==> src/rtl/core/two_level_page_table_engine_top_defines.svh <==
// Assertion macros shared by the page table engine modules.
`ifndef TWO_LEVEL_PAGE_TABLE_ENGINE_TOP_DEFINES_SVH
`define TWO_LEVEL_PAGE_TABLE_ENGINE_TOP_DEFINES_SVH

// Consequent must hold in the same cycle as the antecedent.
`define TLPT_ASSERT_SAME(lbl, ante, cons, msg) \
	lbl: assert property (@(posedge clk) disable iff (!arst_n) (ante) |-> (cons)) \
		else $error(msg);

// Consequent must hold in the cycle after the antecedent.
`define TLPT_ASSERT_NEXT(lbl, ante, cons, msg) \
	lbl: assert property (@(posedge clk) disable iff (!arst_n) (ante) |=> (cons)) \
		else $error(msg);

`endif

==> src/rtl/core/tlpt_pkg.sv <==
// Types and constants shared by the page table engine modules.
package tlpt_pkg;

	localparam int DIR_AW      = 10;
	localparam int TBL_AW      = 10;
	localparam int OFF_W       = 12;
	localparam int FRAME_W     = 20;
	localparam int ENTRY_W     = 26;
	localparam int QUEUE_DEPTH = 2;
	localparam int QP_W        = $clog2(QUEUE_DEPTH);

	localparam int E_USER    = 3;
	localparam int E_PRESENT = 5;

	// Unmap keeps global, uncachable, writethrough, user and writable.
	localparam logic [ENTRY_W-1:0] KEEP_MASK = ENTRY_W'(6'h1F);

	typedef enum logic [1:0] {
		OP_MAP   = 2'd0,
		OP_UNMAP = 2'd1,
		OP_XLATE = 2'd2,
		OP_CHECK = 2'd3
	} op_t;

	typedef enum logic [1:0] {
		ST_OK        = 2'd0,
		ST_POOL_FULL = 2'd1,
		ST_NO_TABLE  = 2'd2
	} status_t;

	typedef struct packed {
		op_t                op;
		status_t            status;
		logic               has_table;
		logic [ENTRY_W-1:0] entry;
		logic [OFF_W-1:0]   offset;
		logic               user_check;
	} cmd_t;

endpackage

==> src/rtl/core/tlpt_queue.sv <==
// Short queue of classified requests between the front and back ends.
module tlpt_queue #(
	parameter int SW = 14
) (
	input  logic           clk,
	input  logic           arst_n,
	input  logic           push,
	input  tlpt_pkg::cmd_t push_cmd,
	input  logic [SW-1:0]  push_slot,
	input  logic           pop,
	output logic           full,
	output logic           filled,
	output tlpt_pkg::cmd_t head_cmd,
	output logic [SW-1:0]  head_slot
);

	tlpt_pkg::cmd_t cmd_q [tlpt_pkg::QUEUE_DEPTH];
	logic [SW-1:0] slot_q [tlpt_pkg::QUEUE_DEPTH];
	logic [tlpt_pkg::QP_W-1:0] wr_ptr_q;
	logic [tlpt_pkg::QP_W-1:0] rd_ptr_q;
	logic [tlpt_pkg::QP_W:0] cnt_q;

	assign full = cnt_q == (tlpt_pkg::QP_W + 1)'(tlpt_pkg::QUEUE_DEPTH);
	assign filled = cnt_q != '0;
	assign head_cmd = cmd_q[rd_ptr_q];
	assign head_slot = slot_q[rd_ptr_q];

	always_ff @(posedge clk or negedge arst_n) begin
		if (!arst_n) begin
			wr_ptr_q <= '0;
			rd_ptr_q <= '0;
			cnt_q <= '0;
		end else begin
			if (push) begin
				wr_ptr_q <= wr_ptr_q + 1'b1;
			end
			if (pop) begin
				rd_ptr_q <= rd_ptr_q + 1'b1;
			end
			if (push && !pop) begin
				cnt_q <= cnt_q + 1'b1;
			end else if (pop && !push) begin
				cnt_q <= cnt_q - 1'b1;
			end
		end
	end

	always_ff @(posedge clk) begin
		if (push) begin
			cmd_q[wr_ptr_q] <= push_cmd;
			slot_q[wr_ptr_q] <= push_slot;
		end
	end

endmodule

==> config.mk <==
export PLATFORM = sky130hd
export DESIGN_NAME = tlpt_queue
export DESIGN_NICKNAME = d
export VERILOG_FILES = /design/src/rtl/core/two_level_page_table_engine_top_defines.svh /design/src/rtl/core/tlpt_pkg.sv /design/src/rtl/core/tlpt_queue.sv
export SDC_FILE = /design/constraint.sdc
export NUM_CORES = 1
export LEC_CHECK = 0
export ABC_AREA = 1
export BUFFER_PORTS_ARGS = -buffer_cell sky130_fd_sc_hd__buf_2
export CORE_MARGIN = 2
export CORE_UTILIZATION = 35
export CTS_BUF_LIST = sky130_fd_sc_hd__clkbuf_16
export DETAILED_ROUTE_END_ITERATION = 10
export PLACE_DENSITY_LB_ADDON = 0.08
export REMOVE_ABC_BUFFERS = 1
export SETUP_SLACK_MARGIN = 0.02
export SLEW_MARGIN = 20
export SYNTH_ARGS = -nofsm -noshare
export SYNTH_HDL_FRONTEND = slang
export SYNTH_SLANG_ARGS = --single-unit
==> constraint.sdc <==
create_clock -name clk -period 4.3 [get_ports clk]
set_clock_uncertainty 0.2 [all_clocks]
set_input_delay 0.645 -clock clk [delete_from_list [all_inputs] [get_ports clk]]
set_output_delay 0.645 -clock clk [all_outputs]
set_load 0.1 [all_outputs]
* Yosys cells after proc, flatten, opt, wreduce, memory -nomap -nowiden
Memories as Yosys holds them, arrays and structs flattened.
Index checks and enable logic that the tools add are counted.
** Storage, ports and cells
- Input port bits :: 62
- Memories :: 2
- RAM bits :: 116
- Bits in registers :: 4
- Word-level logic and storage cells :: 20
** Cells by class
- Eq/ne operators :: 1
- Reduce and logical (&&, ||, !) cells :: 6
- Add/sub/neg operators :: 4
- Muxes and demuxes :: 4
** Memories
- cmd_q :: depth 2, bits a word 44, rd ports 1, clocked after Yosys merged registers in 0, wr ports 1, RTL line tlpt_queue.sv:17 : tlpt_pkg::cmd_t cmd_q [tlpt_pkg::QUEUE_DEPTH];
- slot_q :: depth 2, bits a word 14, rd ports 1, clocked after Yosys merged registers in 0, wr ports 1, RTL line tlpt_queue.sv:18 : logic [SW-1:0] slot_q [tlpt_pkg::QUEUE_DEPTH];
** Operators by type and width (count)
- 2-to-1 mux 2 bit :: 2
- nonzero test 2 bit :: 2
- adder 1 bit (second input constant) :: 2
- adder 2 x 1 -> 2 bit (second input constant) :: 1
- == test 2 bit (second input constant) :: 1
- logical AND 1 bit :: 2
- zero test 1 bit :: 2
- 2-to-1 mux 1 bit :: 2
- subtractor 2 x 1 -> 2 bit (second input constant) :: 1

* Longest topological paths before layout
Gate-level depths: netlist of the first run.
- Word-level depth :: 4
- Gate-level depth with buffers :: 7

* Worst setup path after synthesis of the first run
OpenSTA, ideal clock, no wires.
- Kind :: input -> register
- Start :: in push
- End :: mem cmd_q[0][0] in the netlist's numbering, enable pin
- Stages on the path :: 2
- Arrival :: 3.119 ns
- Setup slack :: 0.506 ns
- Buffers on the path :: 0
- Cell sequence :: inv_1 nor2_1
** On the way
- Word-level cells in the longest chain between the ends :: 2
** RTL lines
- start, declared :: RTL line tlpt_queue.sv:7 : input logic push,
- 2-to-1 mux 1 bit :: RTL line tlpt_queue.sv:49 : if (push) begin
- 2-to-1 mux 1 bit (implied by the code) :: RTL line tlpt_queue.sv:50 : cmd_q[wr_ptr_q] <= push_cmd;
- end, declared :: RTL line tlpt_queue.sv:17
No other way between the ends.

* Final worst setup path of the first run
- Start :: reg rd_ptr_q
- End :: out head_slot[13]
** On the way
- Word-level cells in the longest chain between the ends :: 1
** RTL lines
- start, declared :: RTL line tlpt_queue.sv:20 : logic [tlpt_pkg::QP_W-1:0] rd_ptr_q;
- start signal, assigned :: RTL line tlpt_queue.sv:38 : rd_ptr_q <= rd_ptr_q + 1'b1;
- memory read (2 x 14 bit)
- end, declared :: RTL line tlpt_queue.sv:14 : output logic [SW-1:0] head_slot
No other way between the ends.

==> results.json, run 1 <==
{
  "worstSetupStartpoint": "rd_ptr_q",
  "start_kind": "flop",
  "fin_util_pct": 46.8,
  "ys_seq_area_share_pct": 80.7,
  "drive_gt1_share_pct": 59.4,
  "cts_tree": "yes",
  "clk_pin_slew_ns": 0.05,
  "arrival_ns": 2.26,
  "slew_headroom_pct": 48.1,
  "crit_chain": "buf_12, mux2_2, buf_2",
  "grt_overflow": 0,
  "gr-usage-all-layers_pct": 12.3,
  "boundaryPins": 122,
  "hold_class": "input pin to flop",
  "vias": 2284,
  "grt_pass1_wl_mm": 11.9,
  "ys_top_cells_by_area": "edfxtp_1 78%, mux2_2 12%, mux2_4 3.4%",
  "worst-path-stages": 3,
  "worstReg2RegEnd": "cmd_q[0][28]",
  "clock_sinks": 120,
  "die-area_um2": 13600,
  "fillerInstances": 1153,
  "fin_area_um2": 5860,
  "synth_top_area_share_pct": 78.5,
  "synth_warnings": 0,
  "synth.cell_area_um2": 4440,
  "synth-seq-cells": 120,
  "drc": 0,
  "multi_input_area_um2": 778,
  "finalMaxSlewViolations": 0,
  "gp_congestion": 0.699,
  "cp-end-kind": "output port",
  "die_x_um": 117,
  "crit_end": "head_slot[13]",
  "dp_hpwl_mm": 5.12,
  "placed_cell_area_um2": 5250,
  "avgViaCountPerCell": 4.31,
  "reg2reg_slack_ns": 2.27,
  "ant_nets": 0,
  "fin_crit_ns": 3.10,
  "netlist_instances": 206,
  "clk_latency_ns": 0.40,
  "clockBufferDepth": 2,
  "rr_worst_depth": 2,
  "std_cell_rows": 41,
  "die_height_um": 117,
  "antenna_found_initial": 0,
  "yosys.area.top_type": "edfxtp_1",
  "syn2layout_area_growth_pct": 32.0,
  "setup_viol": 0,
  "io_buffers": 121,
  "cpMaxStageDelayCell": "dfrtp_2",
  "nNetsFinal": 407,
  "grt_pass1_vias": 2322,
  "post-cts-setup-buffers": 0,
  "drt_pass1_iterations": 3,
  "worst_hold_slack_ns": 0.228,
  "regToRegStartpoint": "wr_ptr_q",
  "layout_common_cells": "121 x buf_2, 116 x edfxtp_1, 48 x mux2_2",
  "wirelength_mm": 8.02,
  "rsz0062_at_grt": "false",
  "final_common_cell": "buf_2",
  "ctsHtreeMaxLevel": 4,
  "critPathRequiredTime_ns": 3.45,
  "routedWlPerCell_um": 15.1,
  "cts_buffers": 17,
  "cpPeakStageDelay_ns": 0.86,
  "status": "finished clean",
  "seqCellArea_um2": 3580,
  "core_area_um2": 12500,
  "crit_family": "flip-flops",
  "tightest_slew_ns": 0.778,
  "finalHoldViolCount": 0,
  "setup_tns_ns": 0,
  "netlist-cell-type-count": 15,
  "post_cts_resized": 0,
  "avgSynthCellArea_um2": 21.5,
  "grt_max_degree": 47,
  "crit_fanout": 31,
  "path_buf_inv": 2,
  "path_class": "flop to output port",
  "hold_depth": 1,
  "first_iter_violations": 76,
  "maxCapViolations": 0,
  "cts-root-buf": "clkbuf_16",
  "fmax_ghz": 0.322,
  "start_util_pct": 35.5,
  "period_share_pct": 72.2
}
per-stage QoR:
stage | setup slack, ns | instances
2_1_floorplan | 0.506 | 199
3_3_place_gp | 1.56 | 496
3_5_place_dp | 1.54 | 496
4_1_cts | 1.11 | 529
5_1_grt | 1.06 | 529
6_report | 1.20 | 530
layout make-up:
| cell class | count | area share [%] |
|---|---|---|
| timing repair buffer | 126 | 11.2 |
| inverter | 7 | 0.449 |
| antenna | 1 | 0.0427 |
| multi-input combinational | 72 | 13.3 |
| clock buffer | 17 | 7.26 |
| tap | 172 | 3.67 |
| sequential | 120 | 61.2 |
| clock inverter | 15 | 2.86 |
flip-flops by register name (all words and copies together) (netlist names):
register  count
cnt_q         2
rd_ptr_q      1
cmd_q        88
slot_q       28
wr_ptr_q      1
repair_timing:
item,in CTS,in global routing
setup endpoints to repair,0,0
hold buffers,1,0
hold endpoints to repair,4,0
worst min-delay path by stage:
stage	startpoint	to	slack [ns]
2_1_floorplan	arst_n	cnt_q[0]	0.15
3_3_place_gp	arst_n	cnt_q[0]	0.26
3_5_place_dp	arst_n	cnt_q[0]	0.26
4_1_cts	push_cmd[13]	cmd_q[0][13]	0.21
5_1_grt	push_cmd[42]	cmd_q[0][42]	0.21
6_report	push_cmd[7]	cmd_q[0][7]	0.23
Yosys cell counts (all sizes together):
master  number
ha           1
nand3        1
nand2        6
edfxtp     116
inv          7
xnor2        1
nand4        1
nor2         2
xor2         2
dfrtp        4
mux2        58
buf          7
routing by layer:
| layer | global-route usage (%) | vias to the layer above | share of wire [%] |
|---|---|---|---|
| met1 | 13.9 | 1112 | 41 |
| li1 | - | 1083 | - |
| met3 | 6.02 | 15 | 8.0 |
| met5 | 0 | - | 0 |
| met2 | 19.2 | 74 | 48 |
| met4 | 6.67 | 0 | 2.5 |
cells by family (layout without fill, tap and decap cells):
kind of cell	count (synthesis)	count (layout)	share of synthesized area (%)
AND/OR/NAND/NOR	10	10	0.930
other	0	1	0
XOR/XNOR	3	3	0.592
buffers and inverters	14	165	1.89
flip-flops	120	120	80.7
multiplexers	58	58	15.6
adder cells (fa/ha/maj)	1	1	0.282
Power of run 1 is not shown: default switching activity piles up to over one toggle a cycle in this logic, so the estimate is an artifact.
==> run 2, diff against run 1 <==
- ABC_AREA: 1 -> 0
- clock period: 4.3 -> 3 ns (I/O delays scaled with it)
==> run 2 against run 1 <==
  * Die area down 0.38%
  * Utilization down 0.14 points
  * Global-route usage shrank 0.44 points
  * Setup slack worse by 0.67 ns
  * Wire length shrank 2.4%
  * Cell area fell by 0.70%
  * Area after synthesis fell by 0.39%
  * Via count fell by 1.4%
==> results.json, run 2 <==
{
  "hold_class": "input pin to flop",
  "slew_headroom_pct": 55.5,
  "worst_slack_ns": 0.529,
  "ant_nets": 0,
  "clk_pin_slew_ns": 0.05,
  "finalHoldViolCount": 0,
  "cp-end-kind": "output port",
  "avgSynthCellArea_um2": 22.4,
  "final_cells": 520,
  "hold_depth": 1,
  "synth.cell_area_um2": 4420,
  "regMostFlops": "cmd_q",
  "fillerInstances": 1098,
  "cpPeakStageDelay_ns": 0.39,
  "grt_overflow": 0,
  "drive_gt1_share_pct": 61.2,
  "gp_congestion": 0.669,
  "post-place-ws_ns": 0.939,
  "final_common_cell": "buf_2",
  "syn2layout_area_growth_pct": 31.6,
  "synth_common_cells": "116 x edfxtp_1, 48 x mux2_2, 10 x mux2_4",
  "cts_buffers": 17,
  "wl_met3_um": 646,
  "yosys.area.top_type": "edfxtp_1",
  "fmax_ghz": 0.405,
  "wl_met2_mm": 3.84,
  "clk_latency_ns": 0.40,
  "core_area_um2": 12500,
  "path_class": "flop to output port",
  "netlist_instances": 197,
  "wirelength_mm": 7.82,
  "drc": 0,
  "rsz0062_at_grt": "false",
  "async_flop_share_pct": 3.33,
  "finalMaxSlewViolations": 0,
  "ctsHtreeMaxLevel": 4,
  "antenna_found_initial": 0,
  "drt_pass1_iterations": 4,
  "maxCapViolations": 0,
  "synth_warnings": 0,
  "ys_top_cells_by_area": "edfxtp_1 79%, mux2_2 12%, mux2_4 3.4%",
  "io_buffers": 121,
  "yosysMostFrequentCell": "edfxtp_1",
  "placed_cell_area_um2": 5260,
  "fin_crit_ns": 2.47,
  "diodes": 0,
  "post_cts_resized": 0,
  "nNetsFinal": 398,
  "avgViaCountPerCell": 4.33,
  "first_iter_violations": 113,
  "die_height_um": 116,
  "fin_area_um2": 5820,
  "boundaryPins": 122,
  "synth_edf_count": 116,
  "largest_registers": "cmd_q x88, slot_q x28, cnt_q x2",
  "synth-seq-cells": 120,
  "top_layer_used": "met4",
  "grt_max_degree": 60,
  "cts_tree": "yes",
  "crit_fanout": 59,
  "arrival_ns": 1.82,
  "tightest_slew_ns": 0.668,
  "synth_top_area_share_pct": 78.8,
  "critPathRequiredTime_ns": 2.35,
  "largest_reg_flops": 88,
  "rr_worst_depth": 2,
  "clock_sinks": 120,
  "clockBufferDepth": 2,
  "vias": 2252,
  "ys_seq_area_share_pct": 81.1,
  "die_x_um": 116,
  "grt_pass1_vias": 2242,
  "yosys_most_used_dff": "edfxtp_1",
  "dp_hpwl_mm": 4.81,
  "routedWlPerCell_um": 15.0,
  "die-area_um2": 13500,
  "setup_tns_ns": 0,
  "setup_viol": 0,
  "gr-usage-all-layers_pct": 11.8,
  "start_kind": "flop",
  "cpMaxStageDelayCell": "mux2_2",
  "met1_length_mm": 3.17,
  "period_share_pct": 82.4,
  "cts-root-buf": "clkbuf_16",
  "status": "finished clean",
  "start_util_pct": 35.5,
  "std_cell_rows": 41,
  "crit_chain": "buf_12, mux2_2, buf_2",
  "netlist-cell-type-count": 15,
  "layout_common_cells": "121 x buf_2, 116 x edfxtp_1, 48 x mux2_2",
  "place_inst": 487,
  "grt_pass1_wl_mm": 11.3
}
[run 2: changes by cell type in the layout (fill, tap and decap cells not counted), sizes merged, moves of 2 or more]
cell / delta
bufinv: -2
nor2b: +2
inv: -6
xor2: +2
nand2: -6
[run 2: cells by family after synthesis]
logic type                 Yosys count  share of synthesized area (%)
adders and majority gates            1                          0.283
and+or+nand+nor                      5                          0.651
xor gates and xnor gates             5                          0.991
DFF                                120                           81.1
buffers and inverters                8                           1.39
muxes                               58                           15.6
[run 2: path summary, 6_finish.rpt]
path / from / endpoint / slack, ns
max: rd_ptr_q / head_slot[1] / 0.53
min: push_cmd[42] / cmd_q[0][42] / 0.03
max reg2reg: wr_ptr_q / cmd_q[1][30] / 1.16
min reg2reg: cnt_q[1] / cnt_q[1] / 0.28
max in group asynchronous: arst_n / rd_ptr_q / 2.29
min in group asynchronous: arst_n / cnt_q[0] / 0.18
[run 2: worst max-delay path: cells and delay by family (launching register included)]
family                 cells  cell delay, ns
flip-flops                 1            0.36
buffers and inverters      2            0.63
multiplexers               1            0.39
[run 2: layer usage]
layer	GRT usage [%]	vias up
met1	13.4	1107
met5	0	-
met3	5.97	11
met2	17.9	75
met4	7.38	0
li1	-	1059
[run 2: area by class of cell]
class | count | area [um^2] | share of cell area, %
well taps | 172 | 215 | 3.70
clock inverters | 15 | 120 | 2.06
flip-flops and latches | 120 | 3580 | 61.6
repair buffers | 126 | 683 | 11.7
clock buffers | 17 | 425 | 7.31
multi-input cells | 69 | 785 | 13.5
inverters | 1 | 3.75 | 0.0645
[run 2: what timing repair did]
action,in CTS,in global routing
buffers inserted,0,0
endpoints found under the hold margin,4,0
hold buffers,1,0
[run 2: stage by stage]
stage	hold WS, ns	utilization [%]
6_report	0.0273	46.7
5_1_grt	0.00916	46.7
4_1_cts	0.00840	46.7
3_5_place_dp	0.0669	42.2
3_3_place_gp	0.0645	42.2
2_1_floorplan	-0.0456	-
Power of run 2 is left out for the same reason.
==> run 3, diff against run 2 <==
- clock period: 3 -> 2.36 ns (I/O delays scaled with it)
==> run 3 against run 2 <==
  * Cell count increased by 12%
  * Critical path depth unchanged
  * Wire length increased by 7.9%
  * Largest cell class unchanged
  * Critical path type unchanged
  * Die area unchanged
==> results.json, run 3 (synthesis gave the netlist of run 2 again) <==
{
  "grt_max_degree": 31,
  "diodes": 0,
  "largest_reg_flops": 88,
  "placed_cell_area_um2": 5240,
  "clock_sinks": 120,
  "setup_viol": 0,
  "drc": 0,
  "fin_crit_ns": 2.28,
  "regToRegStartpoint": "wr_ptr_q",
  "worstReg2RegEnd": "cmd_q[1][26]",
  "fin_util_pct": 52.3,
  "largest_registers": "cmd_q x88, slot_q x28, cnt_q x2",
  "status": "finished clean",
  "die_x_um": 116,
  "grt_pass1_wl_mm": 12.6,
  "die_height_um": 116,
  "path_buf_inv": 2,
  "crit_fanout": 29,
  "cts-root-buf": "clkbuf_16",
  "cp-end-kind": "output port",
  "crit_chain": "buf_16, mux2_4, clkbuf_4",
  "rsz0062_at_grt": "true",
  "start_util_pct": 35.5,
  "tightest_slew_ns": 0.488,
  "die-area_um2": 13500,
  "reg2reg_slack_ns": 0.85,
  "io_buffers": 121,
  "finalHoldViolCount": 0,
  "gr-usage-all-layers_pct": 13.2,
  "final_common_cell": "edfxtp_1",
  "arrival_ns": 1.73,
  "cpPeakStageDelay_ns": 0.46,
  "ant_nets": 0,
  "grt_pass1_vias": 2538,
  "slew_headroom_pct": 67.7,
  "clockBufferDepth": 2,
  "ctsHtreeMaxLevel": 4,
  "clk_latency_ns": 0.40,
  "finalMaxSlewViolations": 0,
  "antenna_found_initial": 0,
  "drive_gt1_share_pct": 50.9,
  "period_share_pct": 96.8,
  "layout_common_cells": "116 x edfxtp_1, 63 x buf_2, 61 x dlygate4sd3_1",
  "fmax_ghz": 0.438,
  "routedWlPerCell_um": 14.5,
  "grt_overflow": 0,
  "dp_hpwl_mm": 4.94,
  "rr_worst_depth": 2,
  "std_cell_rows": 41,
  "wirelength_mm": 8.44,
  "path_class": "flop to output port",
  "syn2layout_area_growth_pct": 47.4,
  "worst_slack_ns": 0.0760,
  "first_iter_violations": 106,
  "critPathRequiredTime_ns": 1.81,
  "gp_congestion": 0.691,
  "crit_family": "buffers and inverters",
  "avgViaCountPerCell": 4.22,
  "nNetsFinal": 460,
  "cts_tree": "yes",
  "maxCapViolations": 0,
  "regMostFlops": "cmd_q",
  "cpMaxStageDelayCell": "dfrtp_2",
  "post-place-ws_ns": 0.384,
  "vias": 2453,
  "drt_pass1_iterations": 4,
  "clk_pin_slew_ns": 0.05,
  "fin_area_um2": 6520,
  "start_kind": "flop",
  "core_area_um2": 12500,
  "cts_buffers": 17,
  "post-cts-setup-buffers": 0,
  "hold_class": "input pin to asynchronous set/reset pin",
  "boundaryPins": 122
}
## run 3: worst reg2reg max path: stages (launching register included)
cell and delay (ns):
dfrtp_1 0.41, and2_2 0.17, buf_4 0.36
## run 3: final cells by class
cell class	count	area [um^2]
inverter	1	3.75
clock inverter	14	55.1
sequential	120	3580
fill	1073	5950
timing repair buffer	188	1450
clock buffer	17	425
multi-input combinational	69	785
tap	172	215
## run 3: metal layers
layer	vias up	share of wire, %	global-route usage [%]
met5	-	0	0
li1	1178	-	-
met2	75	51	21.1
met4	0	2.0	7.46
met3	12	5.1	4.88
met1	1188	42	15.3
## run 3: worst max path at each step
stage | startpoint | to | slack [ns] | cells past startpoint
4_1_cts | rd_ptr_q | head_cmd[6] | 0.02 | 3
3_3_place_gp | rd_ptr_q | head_slot[9] | 0.39 | 3
6_report | rd_ptr_q | head_cmd[6] | 0.08 | 3
5_1_grt | rd_ptr_q | head_cmd[6] | 0.01 | 3
3_5_place_dp | rd_ptr_q | head_slot[9] | 0.38 | 3
2_1_floorplan | wr_ptr_q | cmd_q[0][0] | -1.30 | 1
## run 3: repair_timing
item,in CTS,in global routing
setup endpoints to repair,58,10
endpoints found under the hold margin,122,0
hold buffers,61,0
cloned,1,0
gates resized for setup,54,6
## run 3: metrics by stage
stage               cells  hold slack (ns)  TNS [ns]
floorplan             190           -0.142   -105.68
global placement      488          -0.0301         0
detailed placement    488          -0.0336         0
CTS                   581           0.0712         0
global route          581           0.0932         0
finish                581           0.0896         0
Power of run 3 is left out for the same reason.
